[src/rtl/baro_pressure_compensation_unit_assert.svh]
// assertion macros for the pressure compensation block
// BPC_ASSERT_IMP checks cons in the same cycle as ante, BPC_ASSERT_NXT in the cycle after
`ifndef BARO_PRESSURE_COMPENSATION_UNIT_ASSERT_SVH
`define BARO_PRESSURE_COMPENSATION_UNIT_ASSERT_SVH
`ifndef ASSERT_OFF
`define BPC_ASSERT_IMP(label, clk, rst_n, ante, cons) \
    label: assert property (@(posedge clk) disable iff (!rst_n) (ante) |-> (cons)) \
        else $error("pressure compensation check failed");
`define BPC_ASSERT_NXT(label, clk, rst_n, ante, cons) \
    label: assert property (@(posedge clk) disable iff (!rst_n) (ante) |=> (cons)) \
        else $error("pressure compensation check failed");
`else
`define BPC_ASSERT_IMP(label, clk, rst_n, ante, cons)
`define BPC_ASSERT_NXT(label, clk, rst_n, ante, cons)
`endif
`endif

[src/rtl/bpc_pkg.sv]
`timescale 1ns / 1ps
package bpc_pkg;

    // field widths
    localparam int RAW_W         = 24;
    localparam int OUT_W         = 32;
    localparam int COEF_WIDE_W   = 20;
    localparam int COEF_NARROW_W = 16;
    localparam int CFG_IDX_W     = 3;

    // fixed point
    localparam int FRAC      = 29;
    localparam int OUT_SHIFT = FRAC - 8;
    localparam int Q_W       = 32;
    localparam int Q_MAG_W   = 31;
    localparam int ACC1_W    = 48;
    localparam int TPP_W     = 2 * Q_W;
    localparam int TP_W      = 34;
    localparam int MX_W      = 34;
    localparam int MA_W      = 52;
    localparam int ACC_W     = 56;
    localparam int SPLIT_W   = 26;

    // scaling by 1024/7: q = 146*m + floor((2m+3)/7), the division by reciprocal
    localparam int SCALE_X_W   = RAW_W + 1;
    localparam int RECIP_W     = 26;
    localparam int RECIP_SHIFT = 28;
    localparam int SCALE_P_W   = SCALE_X_W + RECIP_W;
    localparam logic [RECIP_W-1:0] RECIP_7   = 26'd38347923;
    localparam logic [7:0]         SCALE_INT = 8'd146;

    // pipeline depth
    localparam int MUL_LAT = 3;
    localparam int LATENCY = 2 + 2 + 2 * MUL_LAT + 1;

    // saturation bounds
    localparam logic signed [OUT_W-1:0] OUT_MAX = {1'b0, {(OUT_W-1){1'b1}}};
    localparam logic signed [OUT_W-1:0] OUT_MIN = {1'b1, {(OUT_W-1){1'b0}}};

    // register map
    typedef enum logic [CFG_IDX_W-1:0] {
        REG_COEF_OFFSET = 3'd0,
        REG_COEF_P1     = 3'd1,
        REG_COEF_P2     = 3'd2,
        REG_COEF_P3     = 3'd3,
        REG_COEF_T1     = 3'd4,
        REG_COEF_TP1    = 3'd5,
        REG_COEF_TP2    = 3'd6
    } cfg_reg_t;

    typedef struct packed {
        logic [COEF_WIDE_W-1:0]   c00;
        logic [COEF_WIDE_W-1:0]   c10;
        logic [COEF_NARROW_W-1:0] c20;
        logic [COEF_NARROW_W-1:0] c30;
        logic [COEF_NARROW_W-1:0] c01;
        logic [COEF_NARROW_W-1:0] c11;
        logic [COEF_NARROW_W-1:0] c21;
    } coef_t;

    typedef struct packed {
        logic [Q_W-1:0] ps;
        logic [Q_W-1:0] ts;
    } scaled_t;

    typedef struct packed {
        logic [Q_W-1:0]    ps;
        logic [ACC1_W-1:0] tc01;
        logic [ACC1_W-1:0] acc1;
        logic [ACC1_W-1:0] accx;
        logic [TP_W-1:0]   tp;
    } prep_t;

endpackage

[src/rtl/bpc_scale.sv]
`timescale 1ns / 1ps
module bpc_scale (
    input  logic                           clk,
    input  logic                           rst_n,
    input  logic                           vld_in,
    input  logic [bpc_pkg::RAW_W-1:0]      p_raw,
    input  logic [bpc_pkg::RAW_W-1:0]      t_raw,
    output logic                           vld_out,
    output bpc_pkg::scaled_t               scaled
);

    localparam int LANES = 2;

    logic [LANES-1:0][bpc_pkg::RAW_W-1:0]     raw;
    logic [LANES-1:0]                         neg_next;
    logic [LANES-1:0]                         neg_reg;
    logic [LANES-1:0][bpc_pkg::RAW_W-1:0]     mag_next;
    logic [LANES-1:0][bpc_pkg::RAW_W-1:0]     mag_reg;
    logic [LANES-1:0][bpc_pkg::SCALE_X_W-1:0] x_val;
    logic [LANES-1:0][bpc_pkg::SCALE_P_W-1:0] prod_next;
    logic [LANES-1:0][bpc_pkg::SCALE_P_W-1:0] prod_reg;
    logic [LANES-1:0][bpc_pkg::Q_MAG_W-1:0]   q_mag;
    logic [LANES-1:0][bpc_pkg::Q_W-1:0]       q_next;
    logic [LANES-1:0][bpc_pkg::Q_W-1:0]       q_reg;
    logic                                     vld1_reg;
    logic                                     vld2_reg;

    assign raw[0] = p_raw;
    assign raw[1] = t_raw;

    // stage 1: magnitude and reciprocal product for the remainder part
    always_comb
    begin
        for (int i = 0; i < LANES; i++)
        begin
            neg_next[i]  = raw[i][bpc_pkg::RAW_W-1];
            mag_next[i]  = neg_next[i] ? (~raw[i] + 1'b1) : raw[i];
            x_val[i]     = {mag_next[i], 1'b0} + bpc_pkg::SCALE_X_W'(3);
            prod_next[i] = bpc_pkg::SCALE_P_W'(x_val[i])
                         * bpc_pkg::SCALE_P_W'(bpc_pkg::RECIP_7);
        end
    end

    // stage 2: integer part plus quotient, sign restored
    always_comb
    begin
        for (int i = 0; i < LANES; i++)
        begin
            q_mag[i] = bpc_pkg::Q_MAG_W'(mag_reg[i]) * bpc_pkg::Q_MAG_W'(bpc_pkg::SCALE_INT)
                     + bpc_pkg::Q_MAG_W'(prod_reg[i][bpc_pkg::SCALE_P_W-1:bpc_pkg::RECIP_SHIFT]);
            q_next[i] = neg_reg[i] ? -(bpc_pkg::Q_W'(q_mag[i])) : bpc_pkg::Q_W'(q_mag[i]);
        end
    end

    // valid pipe
    always_ff @(posedge clk or negedge rst_n)
    begin
        if (!rst_n)
        begin
            vld1_reg <= 1'b0;
            vld2_reg <= 1'b0;
        end
        else
        begin
            vld1_reg <= vld_in;
            vld2_reg <= vld1_reg;
        end
    end

    // data pipe
    always_ff @(posedge clk)
    begin
        neg_reg  <= neg_next;
        mag_reg  <= mag_next;
        prod_reg <= prod_next;
        q_reg    <= q_next;
    end

    assign vld_out   = vld2_reg;
    assign scaled.ps = q_reg[0];
    assign scaled.ts = q_reg[1];

endmodule

[config.mk]
export PLATFORM = sky130hd
export DESIGN_NAME = bpc_scale
export DESIGN_NICKNAME = d
export VERILOG_FILES = /design/src/rtl/baro_pressure_compensation_unit_assert.svh /design/src/rtl/bpc_pkg.sv /design/src/rtl/bpc_scale.sv
export SDC_FILE = /design/constraint.sdc
export NUM_CORES = 1
export LEC_CHECK = 0
export BUFFER_PORTS_ARGS = -buffer_cell sky130_fd_sc_hd__clkbuf_2
export CAP_MARGIN = 20
export CORE_UTILIZATION = 45
export CTS_BUF_LIST = sky130_fd_sc_hd__clkbuf_8
export CTS_CLUSTER_SIZE = 8
export DETAILED_ROUTE_END_ITERATION = 12
export SETUP_SLACK_MARGIN = 0.5
export SYNTH_ARGS = -nofsm -noshare
export SYNTH_HDL_FRONTEND = slang
export SYNTH_SLANG_ARGS = --single-unit
[constraint.sdc]
create_clock -name clk -period 8.5 [get_ports clk]
set_input_delay 0.85 -clock clk [delete_from_list [all_inputs] [get_ports clk]]
set_output_delay 0.85 -clock clk [all_outputs]
set_load 0.02 [all_outputs]
Word-level counts from Yosys, hierarchy flattened. Cells that the tools add are included.

Register bits after elaboration: 218. Bits in latches: 0. Memory bits (writable): 0. Memory bits (read-only): 0. Input bits: 51. Output and inout bits: 65. Word-level logic and storage cells: 29. Memories: 0.

Add/sub/neg operators: 8. Multipliers: 4. Div/mod/pow operators: 0. Magnitude comparators: 0. Equality and inequality tests: 0. Shift operators: 0. Multiplexer cells: 4. Bitwise logic cells: 2. Reduce and logical (&&, ||, !) cells: 0.

Operator list (number): multiplier 25 x 26 -> 51 bit (second input constant) (2); negator 31 -> 32 bit (2); adder 31 x 23 -> 31 bit (2); 2-to-1 mux 31 bit (2); multiplier 24 x 7 -> 30 bit (second input constant) (2); adder 25 x 2 -> 25 bit (second input constant) (2); adder 24 x 1 -> 24 bit (second input constant) (2); 2-to-1 mux 24 bit (2); NOT 24 bit (2).

Longest topological paths before layout. Gate-level depths: netlist of run 1.

Depth in word-level cells: 5. Gate-level depth with buffers: 36. Mapped depth without buffers: 35.

Worst setup path before layout of run 1. OpenSTA, ideal clock, no wires.

Path type: input port to flip-flop. Start: in t_raw[6] (netlist bit). End: reg prod_reg[98] (netlist bit). Library setup time: 0.118 ns. Arrival time: 9.257 ns. Data required time: 8.382 ns. Path slack: -0.875 ns. Cell stages on the path: 33. Path buffers: 1. Cells stage by stage: clkbuf_1 > or4_1 > or3_1 > or3_1 > or4_1 > o31ai_1 > xnor2_1 > and3_1 > nand2_1 > xnor2_1 > ha_1 > inv_1 > fa_1 > fa_1 > fa_1 > inv_1 > fa_1 > inv_1 > fa_1 > inv_1 > fa_1 > ha_1 > nand4_1 > nor4_1 > o211ai_1 > a211o_1 > nand4b_1 > a21oi_1 > o21a_1 > a211oi_1 > o21a_1 > nor2_1 > xnor2_1.

RTL lines: start, declared (RTL line bpc_scale.sv:7) `input logic [bpc_pkg::RAW_W-1:0] t_raw,`; end signal, assigned (RTL line bpc_scale.sv:75) `prod_reg <= prod_next;`; end, declared (RTL line bpc_scale.sv:21) `logic [LANES-1:0][bpc_pkg::SCALE_P_W-1:0] prod_reg;`.

==> summary.txt, run 1 <==
Clock network
  • Worst-Skew Late Latency: around 0.50 ns
  • # hold bufs at CTS: 0
  • Root Buffer: clkbuf_8
  • CTS HTree Levels: 4
  • TritonCTS clock tree: built
  • Clk sink count: ~160
  • Reg clk slew, reported paths: about 0.09 ns
  • Max clock buf depth: 2
  • CTS buffer count: 17

Setup path
  • Startpoint Class: input pin
  • Critical Path Fanout Max: 3
  • CP arrival: between 9 and 10 ns
  • Slowest cell on crit path: or4_4
  • Worst setup EP type: register
  • Worst path max stage delay: approximately 0.53 ns
  • CP dominant cell by count: fa_1
  • WS Path Type: input pin to register
  • Crit path required time: 8.87 ns

Logic synthesis
  • Area leader, netlist: ha_1
  • Register area share after synthesis: 0.1131
  • Post-synth EDFFs: 0
  • Top FF cell, synth: dfxtp_1
  • Flops & latches, synth: 162
  • YS warnings: 0
  • Cell variety after synth: 88
  • Syn nets: approximately 4,200
  • Top cells by area, synth: ha_1 (27%), fa_1 (20%), dfxtp_1 (11%)
  • Syn Area/Cell: 8.916 um2
  • Mapped Cells: approximately 3,200
  • Post-Syn Area: roughly 29,000 um2
  • Synth async-reset ratio: 0.01235
  • Synth top area share: 0.2694

Timing
  • Fmax: between 0.1 and 0.15 GHz
  • Final WS setup: -0.3037 ns
  • RSZ-0062 raised after global routing: yes
  • Worst slew pin tran: approximately 1 ns
  • Slew HR: 0.3136
  • Layout Skew: ~0.022 ns
  • Crit share post-route: 1.036
  • Min Clock Period, post-route: ~8.8 ns
  • # setup viols final: 19
  • Fin. max-slew vios: 0
  • Endpoints failing hold: 0
  • Total Neg Setup Slack: -4.621 ns

Final layout
  • Most frequent cells in the layout: inv_1 (641), ha_1 (598), buf_4 (407), fa_1 (277), xnor2_1 (168)
  • Synth-to-Final Area Change: 23.45%
  • Max reg flops: 64
  • Most common cell after layout, fill and taps aside: inv_1
  • Fill cells: about 5,700
  • Final nets: 4,719
  • Fin area: between 30,000 and 40,000 um2
  • Ratio of cells with drive above 1 in the final layout: 0.2161

Floorplan
  • Total I/O pin count: ~120
  • Core Rows: ~90
  • DIE AREA: about 65,000 um2
  • Initial Utilization: 0.4558
  • Core area: 63,080 um2
  • Die H: around 250 um
  • DIE WIDTH: between 200 and 300 um

Placed design
  • Routability congestion estimate: 0.9031
  • Post-Place Cell Area: approximately 33,000 um2
  • Post-DP HPWL: roughly 61 mm
  • PortBufs: around 120

Global route
  • Total global routing overflow: 0
  • All-Layer GR Usage: 0.2228
  • Number of global-route vias before repair: around 23,000
  • Initial antenna violation count: 3
  • Pin count of the biggest net entering global routing: 33
  • First-pass GRT wire length: around 120 mm

Outcome
  • Failing checks: negative setup slack
  • Outcome: complete, but fails checks

Detailed routing
  • Via count: approximately 23,000
  • DR WL/cell: ~15 um
  • Routed vias/inst: between 5 and 6
  • ANT nets after route: 0
  • Residual DRC: 0
  • 1st-iter DRT viols: 1,039
  • Final wirelength: between 70 and 80 mm
  • Pre-antenna DRT Iters: 5

Worst hold path
  • Worst hold-check path type: input pin to asynchronous set/reset pin

Run
  • Max Cap Violations: 0
cells in the mapped netlist (34+ instances only):
master / count
ha_1: 619
nand3_1: 49
nand2_1: 140
o21a_1: 34
a21oi_1: 151
nor3_1: 38
o21ai_0: 106
dfxtp_1: 160
nor2_1: 138
xnor2_1: 194
clkbuf_1: 43
fa_1: 281
xor2_1: 84
inv_1: 652
a21o_1: 74
cell type report:
| cell class | count | area, um2 | share of cell area |
|---|---|---|---|
| flip-flops and latches | 162 | 3253 | 0.09165 |
| clock buffers | 18 | 247.7 | 0.006979 |
| well taps | 846 | 1059 | 0.02982 |
| clock inverters | 14 | 156.4 | 0.004406 |
| multi-input cells | 2366 | 24100 | 0.6789 |
| diodes | 2 | 5.005 | 0.0001410 |
| repair buffers | 569 | 4213 | 0.1187 |
| inverters | 652 | 2462 | 0.06937 |
repair_timing:
| action | CTS | global route |
|---|---|---|
| pin swaps | 86 | 87 |
| setup buffers | 58 | 17 |
| setup endpoints to repair | 39 | 44 |
| resized for setup | 106 | 124 |
critical path, delay by kind of cell:
| family | cells | cell delay (ns) |
|---|---|---|
| AOI/OAI and AO/OA | 6 | 0.93 |
| xor gates and xnor gates | 3 | 0.46 |
| adders and majority gates | 8 | 3.47 |
| buffers and inverters | 9 | 0.88 |
| and+or+nand+nor | 10 | 2.55 |
logic make-up (layout without fill, tap and decap cells):
logic type / Yosys count / after routing / synth area share
AND/OR/NAND/NOR: 600 / 600 / 0.1089
flip-flops: 162 / 162 / 0.1131
adder cells (fa/ha/maj): 900 / 900 / 0.4650
multiplexers: 5 / 5 / 0.001828
buffers and inverters: 697 / 1253 / 0.09104
other: 0 / 2 / 0
XOR/XNOR: 279 / 279 / 0.08547
AO/OA/AOI/OAI: 582 / 582 / 0.1346
stage by stage:
step	std cells	setup WS, ns	hold WS [ns]	util
6_report	4629	-0.3037	0.1292	0.5627
2_1_floorplan	3225	-0.5275	0.3312	-
3_5_place_dp	4520	-1.102	0.3569	0.5288
4_1_cts	4610	-0.5001	0.09304	0.5503
5_1_grt	4628	-0.5848	0.09900	0.5627
3_3_place_gp	4520	-0.9227	0.3360	0.5288
routing by layer:
layer  up-vias  GRT usage  routed length [um]
li1      11930          -                   -
met1     11090     0.3286               35850
met2       325     0.3589               32220
met3        43    0.01766                2246
met4         2    0.03490                 634
met5         -          0                  13
final timing paths:
| kind | depth (start not counted) | slack [ns] | endpoint | start |
|---|---|---|---|---|
| max in group asynchronous | 1 | 8.28 | vld_out$_DFF_PN0_ | rst_n |
| max | 36 | -0.30 | prod_reg[93]$_DFF_P_ | t_raw[11] |
| min | 1 | 0.13 | vld1_reg$_DFF_PN0_ | rst_n |
| max reg2reg | 25 | 1.68 | scaled[63]$_SDFF_PN0_ | mag_reg[7]$_DFF_P_ |
| min in group clk | 0 | 0.37 | vld_out$_DFF_PN0_ | vld1_reg$_DFF_PN0_ |
| min reg2reg | 0 | 0.37 | vld_out$_DFF_PN0_ | vld1_reg$_DFF_PN0_ |
Power of run 1 is not shown: default switching activity piles up to over one toggle a cycle in this logic, so the estimate is an artifact.
==> run 2, diff against run 1 <==
--- a/config.mk
+++ b/config.mk
@@ -11,6 +11,7 @@
 export CTS_BUF_LIST = sky130_fd_sc_hd__clkbuf_8
 export CTS_CLUSTER_SIZE = 8
 export DETAILED_ROUTE_END_ITERATION = 12
+export RECOVER_POWER = 25
 export SETUP_SLACK_MARGIN = 0.5
 export SYNTH_ARGS = -nofsm -noshare
 export SYNTH_HDL_FRONTEND = slang
==> run 2 against run 1 <==
The flow still finishes with violations (negative setup slack). Worst setup slack got worse by 0.0035 ns. Sequential cell count unchanged. Final area fell by 0.32%. Critical endpoint is now prod_reg[95]$_DFF_P_. Fmax hardly changed. Worst hold slack worse by 0.0052 ns. Cell count hardly changed.
==> summary.txt, run 2 (synthesized netlist as in run 1, its figures left out) <==
Placed design
  • Post-DP HPWL: roughly 61 mm
  • PortBufs: 115
  • Post-Place Cell Area: 33,360 um2
  • Routability congestion estimate: 0.9031

Global route
  • Total global routing overflow: 0
  • Number of global-route vias before repair: roughly 23,000
  • All-Layer GR Usage: 0.2228
  • Pin count of the biggest net entering global routing: 33
  • First-pass GRT wire length: roughly 120 mm
  • Initial antenna violation count: 3

Detailed routing
  • 1st-iter DRT viols: about 1,100
  • Residual DRC: 0
  • Final wirelength: a little over 70 mm
  • Pre-antenna DRT Iters: 5
  • Routed vias/inst: about 5
  • ANT nets after route: 0
  • Via count: ~23,000
  • DR WL/cell: approximately 15 um

Final layout
  • Ratio of cells with drive above 1 in the final layout: 0.2060
  • Final nets: between 4,000 and 5,000
  • Most frequent cells in the layout: inv_1 (641), ha_1 (598), buf_4 (392), fa_1 (277), xnor2_1 (169)
  • Area of the multi-input gates: 24,070 um2
  • Sequential Area: roughly 3300 um2
  • Fin area: 35,380 um2
  • Fill cells: 5,711
  • Synth-to-Final Area Change: 23.06%
  • Max reg flops: 64
  • Most common cell after layout, fill and taps aside: inv_1

Outcome
  • Failing checks: negative setup slack
  • Outcome: complete, but fails checks

Timing
  • Fmax: roughly 0.11 GHz
  • Worst slew pin tran: 1.030 ns
  • Fin. max-slew vios: 0
  • Hold Worst Slack: 0.1240 ns
  • Slew HR: 0.3121
  • RSZ-0062 raised after global routing: yes
  • Min Clock Period, post-route: between 8 and 9 ns
  • # setup viols final: 28
  • Final WS setup: -0.3073 ns
  • Endpoints failing hold: 0
  • Layout Skew: around 0.023 ns
  • Crit share post-route: 1.036

Setup path
  • Worst path bufs/invs: 9
  • Crit path required time: roughly 9 ns
  • CP delay by family, top: adder cells
  • Cell count along the critical path: 37
  • R2r startpoint: mag_reg[7]$_DFF_P_
  • Worst r2r path cells: 25
  • WS Path Type: input pin to register
  • Worst setup EP type: register
  • CP startpoint: t_raw[11]
  • Worst path max stage delay: about 0.53 ns
  • CP dominant cell by count: fa_1
  • Startpoint Class: input pin
  • Critical Path Fanout Max: 3
  • CP arrival: just over 9 ns
  • Slowest cell on crit path: or4_4

Clock network
  • TritonCTS clock tree: built
  • CTS HTree Levels: 4
  • Worst-Skew Late Latency: around 0.50 ns
  • Max clock buf depth: 2
  • CTS buffer count: 17
  • Reg clk slew, reported paths: 0.09 ns
  • Root Buffer: clkbuf_8
  • # hold bufs at CTS: 0
  • Clk sink count: ~160

Floorplan
  • Core area: about 63,000 um2
  • Die H: approximately 250 um
  • Initial Utilization: 0.4558
  • DIE WIDTH: about 250 um
  • Total I/O pin count: approximately 120
  • DIE AREA: 64,910 um2
  • Core Rows: roughly 90

Run
  • Max Cap Violations: 0

Worst hold path
  • Worst hold-check path type: input pin to asynchronous set/reset pin
-- run 2: worst reg2reg max path, cell delays in order (launching register included) --
cell and delay, ns:
dfxtp_1 0.45, ha_1 0.28, ha_1 0.27, inv_1 0.05, fa_1 0.49, inv_1 0.04
ha_1 0.38, a2111o_1 0.44, nor2_1 0.09, o21ai_0 0.13, a31oi_1 0.28, nand2_1 0.09
a21oi_1 0.26, o21ai_0 0.16, xnor2_1 0.15, ha_1 0.40, nand2_1 0.10, nor4b_1 0.30
a21oi_1 0.16, a31oi_1 0.41, or4b_1 0.53, nor2_1 0.26, nand3_1 0.13, xnor2_1 0.22
or3_1 0.33, o41a_1 0.31
-- run 2: metal layers --
layer,routed length [um],GRT usage,up-vias
met5,13,0,-
met4,652,0.03490,2
met3,1944,0.01766,47
met2,32310,0.3589,292
met1,36110,0.3286,11100
li1,-,-,11920
-- run 2: worst paths after layout --
path                                              end  slack [ns]
worst max register to register  scaled[63]$_SDFF_PN0_        1.69
worst min register to register      vld_out$_DFF_PN0_        0.37
max in group asynchronous           vld_out$_DFF_PN0_        8.25
worst min-delay path               vld1_reg$_DFF_PN0_        0.12
min in group clk                    vld_out$_DFF_PN0_        0.37
worst max-delay path             prod_reg[95]$_DFF_P_       -0.31
-- run 2: what timing repair did --
action | CTS | global route
resized for setup | 106 | 124
setup endpoints to repair | 39 | 44
pin swaps | 86 | 87
setup buffers | 58 | 17
-- run 2: layout make-up --
cell class,count,share of cell area
tap,846,0.02992
inverter,652,0.06959
clock buffer,18,0.007002
antenna,1,0.00007072
sequential,162,0.09194
clock inverter,14,0.004420
multi-input combinational,2366,0.6802
timing repair buffer,569,0.1169
-- run 2: per-stage QoR --
stage / std cells / setup TNS (ns) / util / setup slack (ns)
finish: 4628 / -5.607 / 0.5609 / -0.3073
global route: 4628 / -13.41 / 0.5609 / -0.5848
CTS: 4610 / -6.605 / 0.5503 / -0.5001
detailed placement: 4520 / -22.60 / 0.5288 / -1.102
global placement: 4520 / -19.73 / 0.5288 / -0.9227
floorplan: 3225 / -5.180 / - / -0.5275
Power of run 2 is left out for the same reason.
==> run 3, diff against run 2 <==
==> constraint.sdc (replaced) <==
create_clock -name clk -period 8.4 [get_ports clk]
set_input_delay 0.84 -clock clk [delete_from_list [all_inputs] [get_ports clk]]
set_output_delay 0.84 -clock clk [all_outputs]
set_load 0.02 [all_outputs]
==> run 3 against run 2 <==
The run still ends with negative setup slack left. Non-clock buffer count decreased by 47. Worst setup slack got worse by 0.27 ns. Critical path depth down 4. Count of clock-buffer cells in the layout shrank 1. Sequential cell count unchanged. Cell count down 1.0%. Clock skew down 0.0027 ns.
==> summary.txt, run 3 (synthesized netlist as in run 1, its figures left out) <==
Setup path
  • CP arrival: between 9 and 10 ns
  • Worst path max stage delay: between 0.5 and 0.6 ns
  • WS Path Type: input pin to register
  • Slowest cell on crit path: fa_1
  • Worst setup EP type: register
  • Critical Path Fanout Max: 3
  • CP dominant cell by count: fa_1
  • Startpoint Class: input pin
  • Crit path required time: 8.82 ns

Final layout
  • Max reg flops: 64
  • Fill cells: 5,825
  • Area of the multi-input gates: approximately 24,000 um2
  • Most common cell after layout, fill and taps aside: inv_1
  • Sequential Area: between 3000 and 4000 um2
  • Final core utilization: 0.5521
  • Synth-to-Final Area Change: 21.14%
  • Most frequent cells in the layout: inv_1 (640), ha_1 (605), buf_4 (373), fa_1 (276), xnor2_1 (178)
  • Ratio of cells with drive above 1 in the final layout: 0.1958
  • Final nets: approximately 4,700
  • Non-Filler Instances: around 4,600

Detailed routing
  • DR WL/cell: ~15 um
  • ANT nets after route: 0
  • Via count: ~23,000
  • Pre-antenna DRT Iters: 5
  • Final wirelength: 70.20 mm
  • 1st-iter DRT viols: 971
  • Residual DRC: 0
  • Routed vias/inst: ~5.1

Global route
  • Initial antenna violation count: 4
  • Number of global-route vias before repair: roughly 23,000
  • All-Layer GR Usage: 0.2215
  • Total global routing overflow: 0
  • First-pass GRT wire length: between 100 and 150 mm
  • Pin count of the biggest net entering global routing: 33

Timing
  • Worst slew pin tran: ~1.0 ns
  • Final WS setup: -0.5739 ns
  • Crit share post-route: 1.068
  • Fin. max-slew vios: 0
  • Layout Skew: around 0.020 ns
  • Min Clock Period, post-route: 8.974 ns
  • Fmax: 0.1114 GHz
  • # setup viols final: 21
  • RSZ-0062 raised after global routing: yes
  • Endpoints failing hold: 0
  • Slew HR: 0.3224

Placed design
  • Post-DP HPWL: about 60 mm
  • Routability congestion estimate: between 0.9 and 1
  • Placed cells: approximately 4,500
  • PortBufs: about 120
  • Place WS: -1.103 ns

Clock network
  • TritonCTS clock tree: built
  • CTS buffer count: 17
  • CTS HTree Levels: 4
  • Root Buffer: clkbuf_8
  • Max clock buf depth: 2
  • Reg clk slew, reported paths: 0.09 ns
  • Clk sink count: between 150 and 200
  • Worst-Skew Late Latency: roughly 0.5 ns

Floorplan
  • DIE AREA: 64,910 um2
  • Core area: around 63,000 um2
  • DIE WIDTH: roughly 250 um
  • Initial Utilization: 0.4558
  • Core Rows: 92
  • Die H: 254.8 um
  • Total I/O pin count: 116

Run
  • Max Cap Violations: 0

Outcome
  • Failing checks: negative setup slack
  • Outcome: complete, but fails checks

Worst hold path
  • Worst hold-check path type: input pin to asynchronous set/reset pin
-- run 3: cell count changes in the layout (fill, tap and decap cells not counted), sizes merged --
cell      previous run  this run
clkinvlp             1         0
clkinv               5         7
clkbuf             146       142
buf                441       397
-- run 3: final cells by class --
type | count | share of cell area
Inverter | 652 | 0.07063
Timing Repair Buffer | 522 | 0.1063
Antenna cell | 1 | 0.00007185
Tap cell | 846 | 0.03039
Clock buffer | 17 | 0.006718
Sequential cell | 162 | 0.09340
Clock inverter | 15 | 0.004598
Multi-Input combinational cell | 2366 | 0.6879
-- run 3: metal layers --
metal	vias up	GRT usage	routed length, um
li1	11810	-	-
met1	10970	0.3301	35790
met2	310	0.3510	31580
met3	51	0.01725	1993
met4	4	0.03867	806
met5	-	0	25
-- run 3: path summary, 6_finish.rpt --
kind	slack, ns	to	cells past startpoint	start
min in group clk	0.37	vld_out$_DFF_PN0_	0	vld1_reg$_DFF_PN0_
worst max register to register	1.55	scaled[63]$_SDFF_PN0_	25	mag_reg[7]$_DFF_P_
worst min register to register	0.37	vld_out$_DFF_PN0_	0	vld1_reg$_DFF_PN0_
worst max-delay path	-0.57	prod_reg[101]$_DFF_P_	33	t_raw[11]
max in group asynchronous	8.17	vld_out$_DFF_PN0_	1	rst_n
worst min-delay path	0.11	vld1_reg$_DFF_PN0_	1	rst_n
-- run 3: what timing repair did --
item / in CTS / in global routing
hold buffers: 0 / 0
resized for setup: 99 / 101
pin swaps: 58 / 44
setup endpoints to repair: 42 / 46
setup buffers: 12 / 15
-- run 3: worst max-delay path, delay by kind of cell --
kind	cells	cell delay (ns)
simple gates	9	2.55
xor+xnor	3	0.46
fa+ha+maj	8	3.65
buf+inv	5	0.36
compound gates	8	1.54
-- run 3: through the flow --
stage	hold slack, ns	cell area (um2)	TNS (ns)
CTS	0.08739	34300	-6.420
detailed placement	0.3473	33350	-25.34
global route	0.09520	34830	-17.66
finish	0.1148	34830	-8.701
floorplan	0.3312	29040	-6.800
global placement	0.3370	33350	-24.03
Power of run 3 is left out for the same reason.
